## config.mk

```make
export PLATFORM = sky130hd
export DESIGN_NAME = ppv_div
export DESIGN_NICKNAME = d
export VERILOG_FILES = /design/src/sv/ppv_pkg.sv /design/src/sv/ppv_div.sv
export SDC_FILE = /design/constraint.sdc
export NUM_CORES = 2
export LEC_CHECK = 0
export BUFFER_PORTS_ARGS = -buffer_cell sky130_fd_sc_hd__buf_2
export CAP_MARGIN = 10
export CELL_PAD_IN_SITES_DETAIL_PLACEMENT = 0
export CELL_PAD_IN_SITES_GLOBAL_PLACEMENT = 1
export CORE_MARGIN = 2
export CORE_UTILIZATION = 35
export CTS_BUF_LIST = sky130_fd_sc_hd__clkbuf_8
export DETAILED_ROUTE_END_ITERATION = 6
export PLACE_DENSITY_LB_ADDON = 0.1
export RECOVER_POWER = 50
export SKIP_CTS_REPAIR_TIMING = 1
export SYNTH_ARGS = -nofsm -noshare
export SYNTH_HDL_FRONTEND = slang
export SYNTH_SLANG_ARGS = --single-unit
```

## constraint.sdc

```tcl
create_clock -name clk -period 9 [get_ports clk]
set_input_delay 0.9 -clock clk [delete_from_list [all_inputs] [get_ports clk]]
set_output_delay 0.9 -clock clk [all_outputs]
set_load 0.1 [all_outputs]
```

## src/sv/ppv_pkg.sv

```systemverilog
package ppv_pkg;

  localparam int FRAC_BITS    = 14;
  localparam int ANGLE_BITS   = 16;
  localparam int CORDIC_STEPS = 30;
  localparam int SQRT_STAGES  = 24;
  localparam int QUOT_BITS    = FRAC_BITS + 2;
  localparam int DIV_LAT      = QUOT_BITS + 1;
  localparam int CORDIC_LAT   = CORDIC_STEPS + 2;
  localparam int LEN_W        = 25;
  localparam int DIVIDEND_W   = 16 + FRAC_BITS + 8 + 1;
  localparam int CS_W         = FRAC_BITS + 4;

  localparam logic signed [33:0] CORDIC_GAIN = 34'sd652032874;

  localparam longint ONE_Q  = 64'sd1 <<< FRAC_BITS;
  localparam longint SAT_HI = (ONE_Q < 32767) ? ONE_Q : 32767;
  localparam longint SAT_LO = (ONE_Q < 32768) ? -ONE_Q : -32768;

  typedef logic [31:0] atan_tab_t [CORDIC_STEPS];

  localparam atan_tab_t ATAN_TURN = '{
    32'h20000000, 32'h12E4051E, 32'h09FB385B, 32'h051111D4, 32'h028B0D43, 32'h0145D7E1,
    32'h00A2F61E, 32'h00517C55, 32'h0028BE53, 32'h00145F2F, 32'h000A2F98, 32'h000517CC,
    32'h00028BE6, 32'h000145F3, 32'h0000A2FA, 32'h0000517D, 32'h000028BE, 32'h0000145F,
    32'h00000A30, 32'h00000518, 32'h0000028C, 32'h00000146, 32'h000000A3, 32'h00000051,
    32'h00000029, 32'h00000014, 32'h0000000A, 32'h00000005, 32'h00000003, 32'h00000001
  };

  typedef struct packed {
    logic signed [15:0] kx;
    logic signed [15:0] ky;
    logic signed [15:0] kz;
  } dir_t;

  typedef struct packed {
    logic signed [CS_W-1:0] co;
    logic signed [CS_W-1:0] si;
  } cs_t;

  // round v / 2^s to nearest, halves away from zero
  function automatic logic signed [63:0] rnd_shift(input logic signed [63:0] v,
                                                   input int unsigned s);
    logic [63:0] mag;
    logic [63:0] half;
    half = (s == 0) ? 64'd0 : (64'd1 << (s - 1));
    mag  = v[63] ? 64'(-v) : 64'(v);
    mag  = (mag + half) >> s;
    return v[63] ? -$signed(mag) : $signed(mag);
  endfunction

  function automatic logic [15:0] sat16(input logic signed [63:0] v);
    logic signed [63:0] c;
    c = v;
    if (c > SAT_HI) c = SAT_HI;
    if (c < SAT_LO) c = SAT_LO;
    return c[15:0];
  endfunction

endpackage

```

## src/sv/ppv_div.sv

```systemverilog
module ppv_div (
  input  logic                                clk,
  input  logic                                en,
  input  logic signed [16:0]                  num,
  input  logic [ppv_pkg::LEN_W-1:0]           len,
  output logic signed [ppv_pkg::QUOT_BITS:0]  quot
);

  localparam int QB = ppv_pkg::QUOT_BITS;
  localparam int W  = ppv_pkg::DIVIDEND_W + 2;

  logic [16:0]                 mag;
  logic                        neg_q [0:QB];
  logic [W-1:0]                rem_q [0:QB-1];
  logic [ppv_pkg::LEN_W-1:0]   len_q [0:QB-1];
  logic [QB-1:0]               q_q   [0:QB];

  assign mag = num[16] ? 17'(-num) : 17'(num);

  // dividend carries the rounding half of the divisor
  always_ff @(posedge clk) begin
    if (en) begin
      rem_q[0] <= (W'(mag) << (ppv_pkg::FRAC_BITS + 8)) + W'(len >> 1);
      len_q[0] <= len;
      neg_q[0] <= num[16];
      q_q[0]   <= '0;
    end
  end

  for (genvar j = 0; j < QB; j++) begin : g_stage
    localparam int B = QB - 1 - j;
    logic [W-1:0] dsh;
    logic         take;
    assign dsh  = W'(len_q[j]) << B;
    assign take = rem_q[j] >= dsh;

    always_ff @(posedge clk) begin
      if (en) begin
        q_q[j+1]   <= take ? (q_q[j] | (QB'(1) << B)) : q_q[j];
        neg_q[j+1] <= neg_q[j];
      end
    end

    if (j < QB - 1) begin : g_carry
      always_ff @(posedge clk) begin
        if (en) begin
          rem_q[j+1] <= take ? rem_q[j] - dsh : rem_q[j];
          len_q[j+1] <= len_q[j];
        end
      end
    end
  end

  assign quot = neg_q[QB] ? -$signed({1'b0, q_q[QB]}) : $signed({1'b0, q_q[QB]});

endmodule

```

==> results.md <==
* Status: complete, but fails checks
* Failing checks: capacitance limit, slew limit
* Final Max Slew Viols at 130
* DR DRC count at 0
* Hold crit path type: input pin to register
* Final worst setup slack at between 2000 and 3000 ps
* Kind of end point of the critical path: register
* DR vias at 42300
* Synthesized netlist cell count at 5655
* Worst-path maximum fanout at a little over 80
* Initial antenna violation count at 4
* Fin crit period at 6120 ps
* Initial Utilization at 0.352
* Worst Tran Pin Value at between 4000 and 5000 ps
* Buf/Inv on CP at 2
* Startpoint type of the worst setup path: input pin
* FP Rows at 153
* Synthesized cell area at 0.0613 mm^2
* Post-synthesis sequential area ratio at 0.522
* Drt first-iter violations at 2749
* CP dominant cell by count: clkbuf_1
* CTS tree: done
* GP Congestion at 0.827
* Die Area at between 0.15 and 0.2 mm^2
* Routed len/inst at 20.2 um
* IO Pins at 61
* GRT Util Overall at 0.184
* Synth area leader: edfxtp_1
* Post-place setup slack at approximately 4800 ps
* Count leader, synth: edfxtp_1
* IO buf count at 60
* Crit-path max cell delay at 3420 ps
* Fin Setup TNS at 0 ps
* Clk buf depth at 3
* First-pass GRT wire length at about 250000 um
* Synth top area share at 0.522
* Worst-Skew Late Latency at slightly above 900 ps
* First drt pass iteration count at 6
* Final ANT Viol Nets at 0
* VDD IR max at between 100 and 150 uV
* F_max at roughly 160 MHz
* Worst path top cell family by delay: buffers and inverters
* Layout net count at 6247
* # fillers at between 15000 and 20000
* Synth top area cells: edfxtp_1, ha_1, a21oi_1
* RSZ-0062 raised after global routing: no
* Post-synth ARST share at 0
* Final setup fails at 0
* Pin count of the biggest net entering global routing at 176
* Mapped Avg Cell Area at about 11 um^2
* Synth-to-layout area growth at 10.9%
* Die W at 423 um
* H-Tree Depth at 4
* Hpwl dp at 127000 um
* Final Skew at 47.1 ps
* CP required at about 9500 ps
* CTS root buf: clkbuf_8
* Syn. warnings at 0
* PD cells at 313 mW/mm^2
* Ratio of cells with drive above 1 in the final layout at 0.0792
* Crit Path Class: input pin to register
* Total of max-cap violations at 2
* Flops & latches, synth at between 1000 and 1500
* Max-Slew Margin vs Limit at -2.33
* Post-synth EDFFs at 1066
* Vias per cell at 5.12
* GRT overflow at 0
* Hold Fails Final Rpt at 0
* Static leakage at between 20 and 30 nW
* Die H at about 420 um
* Vias in the first global route at 41800
* Clock slew seen by the registers of the worst setup and hold paths at 60 ps
* CTS Buf Count at 193
* Crit share post-route at 0.680
* CP cell instances: clkbuf_1 > clkbuf_1
* Core area at 0.174 mm^2
* WP data arrival at 6570 ps
* Ys flop type: edfxtp_1
* Yosys cell types at 100
* Syn nets at 6119
* Routed Wire Length at 167000 um
* CTS Sinks at ~1100
* Crit-path slowest cell: clkbuf_1
* Most frequent cells after synthesis: edfxtp_1, a21oi_1, inv_1, nand2_1, nor2_1
flip-flops by register name, summed over array words and instances, names as in the netlist:
| signal | flops |
|---|---|
| len_q | 400 |
| rem_q | 513 |
| q_q | 136 |
| neg_q | 17 |
worst register-to-register path: stages (launching register included):
cell and delay [ps]:
edfxtp_1 360, inv_1 80, ha_1 210, fa_1 420
nor2b_1 160, o211ai_1 130, a21oi_1 360, a21oi_1 150
o31ai_1 460, a41o_1 350, a21oi_2 170, inv_2 710
mux2_2 440
per-stage QoR:
step                      total power (W)  cell area [um^2]  instances  hold WS [ps]   util
after floorplan                    0.0141             61300       5655           400      -
after global placement             0.0169             64200       7912           400  0.369
after detailed placement           0.0168             64200       7912           405  0.369
after CTS                          0.0216             68000       8248          46.8  0.391
after global routing               0.0229             68000       8250          76.0  0.391
final                              0.0213             68000       8251           183  0.391
power by group:
group          switching, W  total (W)  internal (W)
Sequential         0.000971    0.00811       0.00714
Clock               0.00210    0.00460       0.00250
Combinational       0.00503    0.00859       0.00355
Total               0.00811     0.0213        0.0132
routing by layer:
metal	share of wire	track usage
met3	0.039	0.0286
met4	0.018	0.0423
met5	0	0
met2	0.48	0.310
met1	0.46	0.248
cells in the final DEF (no fill, tap or decap), types with 41 or more instances in the layout:
master    Yosys  routed
nand3_1      99      99
inv_1       501     544
edfxtp_1   1066    1066
nor3_1       81      81
xnor2_1     267     267
nor2_1      411     411
ha_1        404     404
o21a_1       68      68
nand4_1      92      92
o21ai_0     341     341
xor2_1      194     194
a21oi_1     506     505
mux2_2       60      60
a21o_1      173     173
nor2b_1      65      64
nand2_1     417     417
o21bai_1     47      46
clkbuf_8      0     194
clkinv_1      0      41
buf_2        25      57
nand2b_1     65      65
nor4_1       61      61
kinds of logic (layout without fill, tap and decap cells):
kind of cell / count (synthesis) / in the layout / share of synthesized area
AO/OA/AOI/OAI: 1498 / 1498 / 0.153
XOR/XNOR: 461 / 461 / 0.0658
adder cells (fa/ha/maj): 420 / 420 / 0.0876
buffers and inverters: 657 / 926 / 0.0413
flip-flops: 1066 / 1066 / 0.522
multiplexers: 68 / 68 / 0.0124
other: 1 / 3 / 0.0000611
AND/OR/NAND/NOR: 1484 / 1484 / 0.118
worst paths after layout:
kind,start,endpoint,slack (ps),depth (start not counted)
max,en,len_q[1][28]$_DFFE_PP_,2880,2
min,len[20],len_q[0][20]$_DFFE_PP_,180,1
max reg2reg,len_q[6][4]$_DFFE_PP_,rem_q[6][52]$_DFFE_PP_,4730,12
min reg2reg,q_q[0][238]$_DFFE_PP_,q_q[0][254]$_DFFE_PP_,410,0
final cells by class:
cell class	count	area [um^2]	share of cell area
sequential	1066	32000	0.471
clock inverter	142	1110	0.0163
multi-input combinational	3932	26900	0.395
inverter	503	1890	0.0278
antenna	2	5.00	0.0000736
timing repair buffer	87	554	0.00815
tap	2325	2910	0.0428
clock buffer	194	2670	0.0393
(Power assumes the default switching activity.)
