File: src/sv/ppv_pkg.sv
package ppv_pkg;

  localparam int FRAC_BITS    = 14;
  localparam int ANGLE_BITS   = 16;
  localparam int CORDIC_STEPS = 30;
  localparam int SQRT_STAGES  = 24;
  localparam int QUOT_BITS    = FRAC_BITS + 2;
  localparam int DIV_LAT      = QUOT_BITS + 1;
  localparam int CORDIC_LAT   = CORDIC_STEPS + 2;
  localparam int LEN_W        = 25;
  localparam int DIVIDEND_W   = 16 + FRAC_BITS + 8 + 1;
  localparam int CS_W         = FRAC_BITS + 4;

  localparam logic signed [33:0] CORDIC_GAIN = 34'sd652032874;

  localparam longint ONE_Q  = 64'sd1 <<< FRAC_BITS;
  localparam longint SAT_HI = (ONE_Q < 32767) ? ONE_Q : 32767;
  localparam longint SAT_LO = (ONE_Q < 32768) ? -ONE_Q : -32768;

  typedef logic [31:0] atan_tab_t [CORDIC_STEPS];

  localparam atan_tab_t ATAN_TURN = '{
    32'h20000000, 32'h12E4051E, 32'h09FB385B, 32'h051111D4, 32'h028B0D43, 32'h0145D7E1,
    32'h00A2F61E, 32'h00517C55, 32'h0028BE53, 32'h00145F2F, 32'h000A2F98, 32'h000517CC,
    32'h00028BE6, 32'h000145F3, 32'h0000A2FA, 32'h0000517D, 32'h000028BE, 32'h0000145F,
    32'h00000A30, 32'h00000518, 32'h0000028C, 32'h00000146, 32'h000000A3, 32'h00000051,
    32'h00000029, 32'h00000014, 32'h0000000A, 32'h00000005, 32'h00000003, 32'h00000001
  };

  typedef struct packed {
    logic signed [15:0] kx;
    logic signed [15:0] ky;
    logic signed [15:0] kz;
  } dir_t;

  typedef struct packed {
    logic signed [CS_W-1:0] co;
    logic signed [CS_W-1:0] si;
  } cs_t;

  // round v / 2^s to nearest, halves away from zero
  function automatic logic signed [63:0] rnd_shift(input logic signed [63:0] v,
                                                   input int unsigned s);
    logic [63:0] mag;
    logic [63:0] half;
    half = (s == 0) ? 64'd0 : (64'd1 << (s - 1));
    mag  = v[63] ? 64'(-v) : 64'(v);
    mag  = (mag + half) >> s;
    return v[63] ? -$signed(mag) : $signed(mag);
  endfunction

  function automatic logic [15:0] sat16(input logic signed [63:0] v);
    logic signed [63:0] c;
    c = v;
    if (c > SAT_HI) c = SAT_HI;
    if (c < SAT_LO) c = SAT_LO;
    return c[15:0];
  endfunction

endpackage

File: src/sv/ppv_sqrt.sv
module ppv_sqrt (
  input  logic                        clk,
  input  logic                        en,
  input  logic [31:0]                 m2,
  output logic [ppv_pkg::LEN_W-1:0]   len
);

  localparam int N = ppv_pkg::SQRT_STAGES;

  logic [47:0] rem_q [1:N-1];
  logic [47:0] res_q [1:N];

  for (genvar k = 0; k < N; k++) begin : g_stage
    localparam logic [47:0] BIT = 48'd1 << (2 * (N - 1 - k));
    logic [47:0] rem_i;
    logic [47:0] res_i;
    logic [47:0] trial;
    if (k == 0) begin : g_first
      assign rem_i = {m2, 16'd0};
      assign res_i = '0;
    end else begin : g_rest
      assign rem_i = rem_q[k];
      assign res_i = res_q[k];
    end
    assign trial = res_i + BIT;

    always_ff @(posedge clk) begin
      if (en) begin
        if (rem_i >= trial) begin
          res_q[k+1] <= (res_i >> 1) + BIT;
        end else begin
          res_q[k+1] <= res_i >> 1;
        end
      end
    end

    if (k < N - 1) begin : g_rem
      always_ff @(posedge clk) begin
        if (en) begin
          rem_q[k+1] <= (rem_i >= trial) ? rem_i - trial : rem_i;
        end
      end
    end
  end

  assign len = res_q[N][ppv_pkg::LEN_W-1:0];

endmodule

File: config.mk
export PLATFORM = sky130hd
export DESIGN_NAME = ppv_sqrt
export DESIGN_NICKNAME = d
export VERILOG_FILES = /design/src/sv/ppv_pkg.sv /design/src/sv/ppv_sqrt.sv
export SDC_FILE = /design/constraint.sdc
export NUM_CORES = 2
export LEC_CHECK = 0
export ABC_AREA = 1
export BUFFER_PORTS_ARGS = -buffer_cell sky130_fd_sc_hd__buf_2
export CAP_MARGIN = 10
export CORE_ASPECT_RATIO = 1.5
export CORE_MARGIN = 2
export CORE_UTILIZATION = 58
export CTS_CLUSTER_SIZE = 25
export DETAILED_ROUTE_END_ITERATION = 12
export HOLD_SLACK_MARGIN = 0.03
export PLACE_DENSITY = 0.74
export SYNTH_ARGS = -nofsm -noshare
export SYNTH_HDL_FRONTEND = slang
export SYNTH_SLANG_ARGS = --single-unit
File: constraint.sdc
create_clock -name clk -period 5.1 [get_ports clk]
set_clock_uncertainty 0.15 [all_clocks]
set_input_delay 1.02 -clock clk [delete_from_list [all_inputs] [get_ports clk]]
set_output_delay 1.02 -clock clk [all_outputs]
set_load 0.05 [all_outputs]
==> impl_metrics.csv <==
group,metric,value,unit
outcome,outcome,"finished clean",
worst_hold_path,min_path_type,"reg2reg",
detailed_routing,viasPerCell,5.65,
die,design.core.area,111000,sq um
clocking,clk_latency,0.73,ns
detailed_routing,drt_iter0_drc,3930,
clocking,root_buffer,"clkbuf_16",
clocking,cts_tree,"built",
sta,tns,0,ns
setup_path,cp_cell_sequence,"ha_1, fa_1, nand2_1, nand3_1, nand2_1, nand4_2, inv_2, o21ai_0",
setup_path,cp_slowest_cell,"inv_2",
setup_path,cp.required,5.39,ns
grt,grt_max_degree,123,
detailed_routing,drt-total-wl,198000,um
grt,grtUsageMet3,0.0339,
detailed_routing,drc,0,
sta,rsz0062_at_grt,"false",
setup_path,arrival,4.08,ns
die,die_h,415,um
sta,fmax,264,MHz
sta,finalSetupViolations,0,
cells_and_area,layout-drive-gt1-share,0.0541,
clocking,htreeDepth,3,
grt,first_global_vias,52300,
run,drv_cap,0,
sta,slew_viol_final,0,
cells_and_area,nFillCells,9627,
grt,grtUsageMet2,0.630,
detailed_routing,drtAntennaViolNets,0,
power_and_ir_drop,p_leak,0.0304,uW
logic_synthesis,ys_seq_elements,1085,
logic_synthesis,synth_cell_type_count,52,
logic_synthesis,synthCells,7727,
grt,busiest_layer,"met2",
detailed_routing,routedWlPerCell,21.2,um
clocking,cts_hold_buf,0,
power_and_ir_drop,powerDensity,403,nW/um^2
place,gp_congestion,0.994,
die,die_area,115000,sq um
clocking,postCtsSetupBuffers,0,
power_and_ir_drop,ir_worst_vdd,354,uV
sta,worstMarginPinSlew,1.20,ns
place,pre_cts_ws,1.39,ns
die,start_util,0.585,
clocking,cts_resized,0,
sta,max_slew_margin,0.195,
die,io_pins,59,
cells_and_area,n_antenna_cell,0,
logic_synthesis,synth_warnings,0,
clocking,clk_path_buf_depth,3,
setup_path,start_kind,"register",
setup_path,endpoint_kind,"register",
logic_synthesis,ys_seq_area_frac,0.500,
grt,antenna_found_initial,1,
logic_synthesis,syn_area_per_cell,8.43,sq um
place,hpwl,159000,um
setup_path,criticalPathCategory,"reg2reg",
setup_path,path_common_cell,"nand2_1",
setup_path,cp_slowest_stage_delay,0.83,ns
logic_synthesis,dominantRegCellSynth,"edfxtp_1",
setup_path,crit_fanout,41,
cells_and_area,area_growth,8.76,%
sta,post-route-period-util,0.743,
clocking,cts_made_buffers,106,
die,die_x,278,um
grt,grt_usage,0.340,
grt,grt_pass1_wl,295000,um
logic_synthesis,syn_area,65200,sq um
sta,fin_crit,3.79,ns
grt,use_met1,0.330,
place,port_buffers,57,
clocking,clkTransAtPathRegs,0.07,ns
logic_synthesis,synth_edf_count,1085,
sta,hold_viol,0,
clocking,cts.sinks,1085,
die,rows,150,
grt,grt.overflow.total,0,
sta,fin_ws,1.31,ns
cells_and_area,final_nets,8175,
logic_synthesis,async_flop_share,0,
detailed_routing,firstDrtPassIters,8,
detailed_routing,vias,52900,
logic_synthesis,synth_fp_nets,8075,
==> logic make-up after synthesis <==
logic type | synth area share
compound gates | 0.0754
xor+xnor | 0.0352
fa+ha+maj | 0.0611
buf+inv | 0.0787
flops | 0.500
other cells | 0.0000575
simple gates | 0.250
==> layout by cell type, fill, tap and decap left out, drive strengths merged, types with 2 or more instances in the layout <==
master / Yosys / layout
clkinvlp: 0 / 10
nand3: 414 / 414
and2: 15 / 15
nand4: 179 / 179
nand2: 2121 / 2121
clkbuf: 29 / 117
nor3: 108 / 108
and3: 6 / 6
inv: 1203 / 1214
fa: 7 / 7
edfxtp: 1085 / 1085
xnor2: 164 / 164
nor4b: 2 / 2
o21ai: 411 / 411
nor2b: 3 / 3
a21oi: 434 / 434
a21o: 15 / 15
a211oi: 9 / 9
a31oi: 6 / 6
nand3b: 48 / 48
o21bai: 17 / 17
o21a: 10 / 10
clkinv: 1 / 39
nor2: 845 / 845
xor2: 98 / 98
bufinv: 0 / 21
nor3b: 7 / 7
ha: 307 / 307
nor4: 50 / 50
a21boi: 4 / 4
o211ai: 8 / 8
or2: 47 / 47
buf: 70 / 91
==> worst max-delay path: cells and delay by family (launching register included) <==
family                     cells  cell delay [ns]
and+or+nand+nor                4             1.11
buffers and inverters          1             0.83
adders and majority gates      2             0.74
AOI/OAI and AO/OA              1             0.19
DFF                            1             0.47
==> power breakdown <==
| group | internal [uW] | switching [uW] |
|---|---|---|
| combinational | 2410 | 5000 |
| clock | 4980 | 3630 |
| sequential | 11400 | 1200 |
==> per-stage QoR <==
step           hold WS [ns]  area [sq um]  utilization  power (uW)  std cells
2_1_floorplan         0.267         65200            -       17300       7727
3_3_place_gp          0.271         67100        0.602       19900       9161
3_5_place_dp          0.282         67100        0.602       20000       9163
4_1_cts               0.288         70900        0.636       28600       9360
5_1_grt               0.299         70900        0.636       29900       9360
6_report              0.295         70900        0.636       28600       9360
==> synthesized netlist by cell type, types with 15 or more instances <==
library cell | n | area [sq um]
nand2_1 | 2098 | 7880
inv_1 | 1187 | 4460
edfxtp_1 | 1085 | 32600
nor2_1 | 827 | 3100
a21oi_1 | 406 | 2030
nand3_1 | 404 | 2020
o21ai_0 | 320 | 1600
ha_1 | 307 | 3840
nand4_1 | 177 | 1110
xnor2_1 | 164 | 1440
nor3_1 | 106 | 531
xor2_1 | 98 | 858
o21ai_1 | 77 | 385
nor4_1 | 50 | 313
nand3b_1 | 48 | 360
or2_2 | 43 | 269
buf_2 | 41 | 205
clkbuf_1 | 29 | 109
a21oi_2 | 28 | 245
nand2_2 | 22 | 138
buf_6 | 19 | 214
o21bai_1 | 17 | 128
a21o_1 | 15 | 113
and2_1 | 15 | 93.8
==> sequential cells by signal, indices dropped and copies added, names as in the netlist <==
| name | cells |
|---|---|
| rem_q | 785 |
| res_q | 300 |
==> per-layer routing <==
metal,part of all wire,vias up,wire (um)
met2,0.52,1830,103000
met5,0.000050,-,10
li1,-,25800,-
met4,0.11,2,21200
met3,0.041,701,8220
met1,0.33,24600,65700
==> worst paths after layout <==
check	slack, ns	cells after the start	start	endpoint
hold / removal	0.30	0	res_q[0][879]	res_q[0][926]
setup / recovery	1.31	8	rem_q[0][922]	rem_q[0][981]
setup reg to reg	1.31	8	rem_q[0][922]	rem_q[0][981]
hold reg to reg	0.30	0	res_q[0][879]	res_q[0][926]
==> final cells by class <==
| class | count | area [sq um] | share of cell area |
|---|---|---|---|
| clock buffer | 117 | 2740 | 0.0386 |
| timing repair buffer | 91 | 701 | 0.00988 |
| sequential | 1085 | 32600 | 0.460 |
| clock inverter | 80 | 1050 | 0.0148 |
| multi-input combinational | 5339 | 27500 | 0.388 |
| inverter | 1204 | 4520 | 0.0638 |
| tap | 1444 | 1810 | 0.0255 |
Power figures use the tool's default switching activity.
